==> src/rtl/ffsa_pkg.sv <==
// ----------------------------------------------------------------------------
// ffsa_pkg
// Shared widths, codes, memory word layouts and the controller/datapath
// command and status bundles of the first-fit slot allocator.
// ----------------------------------------------------------------------------
package ffsa_pkg;

    localparam int CAP_W           = 11;
    localparam int KEY_W           = 16;
    localparam int STATUS_W        = 3;
    localparam int MAX_SLOTS       = 1024;
    localparam int MAX_FREE_RANGES = 512;
    localparam int MAX_OWNERS      = 1024;
    localparam int CAP_RESET       = 1024;

    typedef enum logic [STATUS_W-1:0] {
        ST_ALLOCATED  = 3'd0,
        ST_NO_ROOM    = 3'd1,
        ST_RELEASED   = 3'd2,
        ST_UNKNOWN    = 3'd3,
        ST_BAD_LENGTH = 3'd4
    } t_status;

    typedef enum logic {
        ACT_ALLOC   = 1'b0,
        ACT_RELEASE = 1'b1
    } t_action;

    typedef enum logic [3:0] {
        OP_NONE, OP_CLEAR, OP_LOAD, OP_OSCAN, OP_FINIT, OP_FSCAN, OP_AGRANT,
        OP_RDEC, OP_SHDN, OP_SHUP, OP_INS, OP_BAD, OP_NOROOM, OP_UNKNOWN, OP_OUT
    } t_dp_op;

    typedef enum logic [3:0] {
        S_CLEAR, S_IDLE, S_CHECK, S_OSCAN, S_ODEC, S_FSCAN, S_FDEC,
        S_SHDN, S_SHUP, S_INS, S_DONE
    } t_state;

    typedef struct packed {
        t_dp_op op;
        logic   in_ready;
    } t_dp_cmd;

    typedef struct packed {
        logic cfg_fire;
        logic in_fire;
        logic clr_last;
        logic item_bad;
        logic is_rel;
        logic own_stop;
        logic found;
        logic slot_ok;
        logic count_zero;
        logic f_stop;
        logic cur_vld;
        logic a_erase;
        logic rd_shdn;
        logic rd_shup;
        logic shdn_done;
        logic shup_done;
        logic out_free;
    } t_dp_sts;

    typedef struct packed {
        logic             vld;
        logic [KEY_W-1:0] key;
        logic [CAP_W-1:0] s;
        logic [CAP_W-1:0] e;
    } t_own_word;

    typedef struct packed {
        logic [CAP_W-1:0] s;
        logic [CAP_W-1:0] e;
    } t_free_word;

endpackage

==> src/rtl/ffsa_ctrl.sv <==
// ----------------------------------------------------------------------------
// ffsa_ctrl
// Sequencer: walks each request word through owner scan, free-list scan, update
// and list shifting, one datapath op per cycle unless the output is still full.
// ----------------------------------------------------------------------------
module ffsa_ctrl (
    input  logic              i_clk,
    input  logic              i_rst_n,
    input  ffsa_pkg::t_dp_sts i_sts,
    output ffsa_pkg::t_dp_cmd o_cmd
);
    import ffsa_pkg::*;

    t_state r_state, n_state;

    always_ff @(posedge i_clk) begin
        if (!i_rst_n) begin
            r_state <= S_CLEAR;
        end else begin
            r_state <= n_state;
        end
    end

    always_comb begin
        n_state        = r_state;
        o_cmd.op       = OP_NONE;
        o_cmd.in_ready = 1'b0;
        unique case (r_state)
            S_CLEAR: begin
                o_cmd.op = OP_CLEAR;
                if (i_sts.clr_last) n_state = S_IDLE;
            end
            S_IDLE: begin
                o_cmd.op       = OP_LOAD;
                o_cmd.in_ready = 1'b1;
                if (i_sts.in_fire) n_state = S_CHECK;
            end
            S_CHECK: begin
                if (i_sts.item_bad) begin
                    o_cmd.op = OP_BAD;
                    n_state  = S_DONE;
                end else begin
                    n_state = S_OSCAN;
                end
            end
            S_OSCAN: begin
                o_cmd.op = OP_OSCAN;
                if (i_sts.own_stop) n_state = S_ODEC;
            end
            S_ODEC: begin
                if (i_sts.is_rel) begin
                    if (!i_sts.found) begin
                        o_cmd.op = OP_UNKNOWN;
                        n_state  = S_DONE;
                    end else begin
                        // drop the owner record, then find its place in the list
                        o_cmd.op = OP_FINIT;
                        n_state  = i_sts.count_zero ? S_FDEC : S_FSCAN;
                    end
                end else if (!i_sts.slot_ok || i_sts.count_zero) begin
                    o_cmd.op = OP_NOROOM;
                    n_state  = S_DONE;
                end else begin
                    o_cmd.op = OP_FINIT;
                    n_state  = S_FSCAN;
                end
            end
            S_FSCAN: begin
                o_cmd.op = OP_FSCAN;
                if (i_sts.f_stop) n_state = S_FDEC;
            end
            S_FDEC: begin
                if (i_sts.is_rel) begin
                    o_cmd.op = OP_RDEC;
                    if (i_sts.rd_shdn)      n_state = S_SHDN;
                    else if (i_sts.rd_shup) n_state = S_SHUP;
                    else                    n_state = S_DONE;
                end else if (!i_sts.cur_vld) begin
                    o_cmd.op = OP_NOROOM;
                    n_state  = S_DONE;
                end else begin
                    o_cmd.op = OP_AGRANT;
                    n_state  = i_sts.a_erase ? S_SHDN : S_DONE;
                end
            end
            S_SHDN: begin
                o_cmd.op = OP_SHDN;
                if (i_sts.shdn_done) n_state = S_DONE;
            end
            S_SHUP: begin
                o_cmd.op = OP_SHUP;
                if (i_sts.shup_done) n_state = S_INS;
            end
            S_INS: begin
                o_cmd.op = OP_INS;
                n_state  = S_DONE;
            end
            S_DONE: begin
                if (i_sts.out_free) begin
                    o_cmd.op = OP_OUT;
                    n_state  = S_IDLE;
                end
            end
            default: n_state = S_CLEAR;
        endcase
        // a capacity write restarts the allocator from any state
        if (i_sts.cfg_fire) n_state = S_CLEAR;
    end

endmodule

==> config.mk <==
export PLATFORM = sky130hd
export DESIGN_NAME = ffsa_ctrl
export DESIGN_NICKNAME = d
export VERILOG_FILES = /design/src/rtl/ffsa_pkg.sv /design/src/rtl/ffsa_ctrl.sv
export SDC_FILE = /design/constraint.sdc
export NUM_CORES = 1
export LEC_CHECK = 0
export BUFFER_PORTS_ARGS = -buffer_cell sky130_fd_sc_hd__buf_4
export CAP_MARGIN = 10
export CORE_UTILIZATION = 35
export CTS_BUF_LIST = sky130_fd_sc_hd__clkbuf_4
export DETAILED_ROUTE_END_ITERATION = 8
export PLACE_DENSITY_LB_ADDON = 0.2
export REMOVE_ABC_BUFFERS = 1
export SYNTH_ARGS = -nofsm -noshare
export SYNTH_HDL_FRONTEND = slang
export SYNTH_SLANG_ARGS = --single-unit
==> constraint.sdc <==
create_clock -name i_clk -period 1.71 [get_ports i_clk]
set_clock_uncertainty 0.1 [all_clocks]
set_input_delay 0.171 -clock i_clk [delete_from_list [all_inputs] [get_ports i_clk]]
set_output_delay 0.171 -clock i_clk [all_outputs]
set_load 0.03 [all_outputs]
# Word level (Yosys, flattened, before mapping)
# Cells that the tools add are included.
# classes
n_addsub	0
n_mul	0
div_mod_pow	0
magnitude_cmp	0
eq_ne	17
n_shift	0
n_mux	27
bitwise	1
n_reduce_logical	5
# op_table
op	count
4-bit 2-to-1 mux	22
4-bit one-hot mux with 11 select lines	2
4-bit by 3-bit == test with 1-bit output (second input constant)	4
2-bit != test (second input constant)	7
4-bit == test (second input constant)	3
4-bit by 2-bit == test with 1-bit output (second input constant)	2
7-bit AND reduction	1
4-bit by 1-bit == test with 1-bit output (second input constant)	1
4-bit zero test	1
2-bit 2-to-1 mux	2
2-bit OR reduction	1
1-bit zero test	1
1-bit logical OR	1
1-bit 2-to-1 mux	1
1-bit inverter	1
# word_totals
ff_bits	4
latch_bits	0
ram_bits	0
mem_bits_ro	0
inputBits	19
out_inout_bits	5
wordCells	51
n_memories	0

# Logic depth before layout (Yosys ltp)
# logic_depth
ltp_word	5
ltp_mapped	6
depth_no_buf	4

# Worst setup path after synthesis
# Ideal clock, no wire load.
# synth_timing
path_type	reg2out
startpoint	reg r_state[1]
endpoint	out o_cmd[1] (netlist bit)
arrival_time_ps	1507
required_ps	1439
path_slack_ps	-68
stages_incl_launch_ff	4
path_buffers	2
cell_sequence	dfxtp_1 -> buf_2 -> buf_4 -> o32ai_1
# synth_rtl
element	line_no	rtl
start: declaration	ffsa_ctrl.sv:14	t_state r_state, n_state;
start signal: assignment	ffsa_ctrl.sv:20	r_state <= n_state;
end: declaration	ffsa_ctrl.sv:10	output ffsa_pkg::t_dp_cmd o_cmd

==> impl_metrics.csv <==
group,metric,value,unit
synthesis,synth_cells,91,
finish,area_delta_synth_final,65.4,%
sta,period_share,100,%
clock_tree,root_buffer,"clkbuf_4",
finish,antenna_cells,0,
flow_run,drv_cap,0,
setup_path,path_buf_inv,2,
detailed_routing,wl_per_cell,13.6,um
place,dpl.hpwl,1450,um
sta,tightest_slew,0.413,ns
floorplan,dieArea,2040,sq um
synthesis,synth_area_per_cell,7.15,sq um
setup_path,crit_arrival,1.44,ns
detailed_routing,vias_per_cell,5.87,
clock_tree,clock_path_buffers,2,
setup_path,crit_type,"flip-flop to primary output",
floorplan,core_area,1730,sq um
setup_path,cp_common_cell,"buf_6",
sta,relSlewSlack,72.3,%
grt,grt_pass1_wl,3290,um
clock_tree,clkTransAtPathRegs,0.04,ns
setup_path,cp_slowest_stage_delay,0.36,ns
place,place_congestion,0.877,
synthesis,ys_async_sr_fraction,0,%
sta,hold_viol,0,
grt,grtUsageTotal,21.5,%
setup_path,start_kind,"flip-flop",
clock_tree,cts.sinks,4,
setup_path,reg2reg_depth,5,
finish,largest_registers,"r_state: 4 flops",
power_and_ir_drop,power_density,404,nW/um^2
hold_path,min_path_type,"primary input to flip-flop",
synthesis,synth.cell_area,651,sq um
clock_tree,h-tree-depth,1,
finish,fin_nets,144,
outcome,status,"complete, but fails checks",
power_and_ir_drop,power_leakage,0.453,nW
synthesis,ys_ff_latch,4,
detailed_routing,drt_wl_total,2010,um
sta,rsz0062_at_grt,"yes",
sta,finalMaxSlewViolations,0,
clock_tree,cts_hold_buf,0,
sta,setup_ws,-0.000149,ns
finish,largest_reg_flops,4,
setup_path,cp_cell_sequence,"buf_6 -> a211o_1 -> o2bb2ai_2 -> a21oi_1 -> nand2_1 -> buf_6",
finish,drive_above_1_share,48.8,%
synthesis,yosysWarningCount,0,
floorplan,pin_count,24,
setup_path,path_depth,6,
finish,layoutNonFillerInstCount,148,
detailed_routing,route.detailed.drc,0,
finish,top_register,"r_state",
clock_tree,cts_tree,"yes",
place,port_buffers,23,
synthesis,synthDistinctLibCells,41,
finish,layout_commonest_cell,"buf_4",
hold_path,min_path_cells,4,
detailed_routing,vias,869,
sta,min_period,1.71,ns
setup_path,cp-end-kind,"primary output",
detailed_routing,postRouteAntennaNets,0,
sta,holdWs,0.181,ns
finish,post-route-util,62.3,%
setup_path,crit_fanout,8,
grt,gr-total-overflow,0,
floorplan,core.rowCount,15,
setup_path,critPathSlowestCell,"dfxtp_4",
synthesis,ys_seq_area_share,12.3,%
floorplan,die_h,45.1,um
grt,antenna_found_initial,0,
setup_path,worst-endpoint-required,1.44,ns
clock_tree,cts_made_buffers,3,
finish,final_cell_mix,"31 x buf_4, 5 x nor2b_1, 5 x a21oi_1, 5 x nand2_1, 5 x buf_6",
detailed_routing,drt_iter0_drc,37,
sta,setup_viol,1,
floorplan,initial_core_util,37.7,%
synthesis,synth_ff_type,"dfxtp_1",
power_and_ir_drop,ir_drop,0.245,mV
clock_tree,clk_latency,0.24,ns
synthesis,synth_edf_count,0,
grt,grt_pass1_vias,792,
outcome,violations,"negative setup slack",
floorplan,dieWidth,45.1,um
grt,grt_max_degree,16,
setup_path,path_delay_family,"compound AO/OA/AOI/OAI gates",
sta,fmax,0.585,GHz
place,dp.cells,140,
detailed_routing,first_pass_iters,4,
## final timing paths
| kind | from | to | slack, ns |
|---|---|---|---|
| setup / recovery | r_state[1] | o_cmd[4] | -0.0001 |
| hold / removal | i_sts[16] | r_state[1] | 0.18 |
| setup reg to reg | r_state[1] | r_state[3] | 0.02 |
| hold reg to reg | r_state[1] | r_state[1] | 0.44 |
## layer usage
layer / GRT usage [%] / vias up / wire, um
li1: - / 419 / -
met1: 28.0 / 413 / 887
met2: 36.2 / 34 / 1000
met3: 4.00 / 3 / 115
met4: 5.45 / 0 / 10
met5: 0 / - / 0
## stage by stage
step | instance area [sq um] | TNS [ns] | total power [mW] | setup slack, ns
finish | 1080 | -0.000149 | 0.434 | -0.000149
global route | 1080 | -0.188 | 0.458 | -0.0558
CTS | 973 | 0 | 0.406 | 0.000715
detailed placement | 891 | -0.0776 | 0.271 | -0.0260
global placement | 891 | 0 | 0.269 | 0.0263
floorplan | 607 | -0.0873 | 0.193 | -0.0873
## final cells by class
class | instances | area [sq um]
inverter | 3 | 11.3
tap | 25 | 31.3
clock buffer | 3 | 22.5
fill | 171 | 651
timing repair buffer | 37 | 309
sequential | 4 | 90.1
multi-input combinational | 76 | 612
## Yosys cell counts, types with 2 or more instances
| library cell | count | area share, % |
|---|---|---|
| buf_4 | 2 | 2.3 |
| nor2_1 | 4 | 2.3 |
| nand2_1 | 5 | 2.9 |
| a211oi_1 | 4 | 4.6 |
| dfxtp_1 | 4 | 12 |
| nand2b_1 | 5 | 4.8 |
| inv_1 | 3 | 1.7 |
| o211ai_1 | 2 | 2.3 |
| nor3_1 | 3 | 2.3 |
| nor3b_1 | 2 | 2.3 |
| nor4_1 | 2 | 1.9 |
| o311ai_0 | 2 | 2.7 |
| o31ai_1 | 4 | 4.6 |
| mux2i_1 | 2 | 3.1 |
| nor2b_1 | 7 | 6.7 |
| and3_1 | 3 | 2.9 |
| buf_2 | 5 | 3.8 |
| a21oi_1 | 8 | 6.2 |
| a211o_1 | 2 | 2.7 |
## worst register-to-register path, cell delays in order, from the launching register on
cell and delay, ns:
dfxtp_4 0.36, buf_6 0.14, or3_4 0.40, a211oi_4 0.31, or2_4 0.19, o31ai_1 0.07
## what timing repair did
action                                  in CTS  in global routing
buffers inserted                             4                  1
endpoints found under the setup margin       8                  7
endpoints found under the hold margin        0                  0
pin swaps                                    5                  4
gates resized for setup                      9                 21
## report_power, final
part | total (mW) | switching (mW) | internal [mW]
Combinational | 0.212 | 0.0990 | 0.113
Clock | 0.121 | 0.0418 | 0.0787
Sequential | 0.102 | 0.00607 | 0.0960
## cells by family (layout without fill, tap and decap cells)
family / count (synthesis) / count (layout) / share of synthesized area, %
AO/OA/AOI/OAI: 35 / 35 / 39.6
flip-flops: 4 / 4 / 12.3
buffers and inverters: 11 / 43 / 8.46
multiplexers: 2 / 2 / 3.08
AND/OR/NAND/NOR: 39 / 39 / 36.5
(Power assumes the default switching activity.)
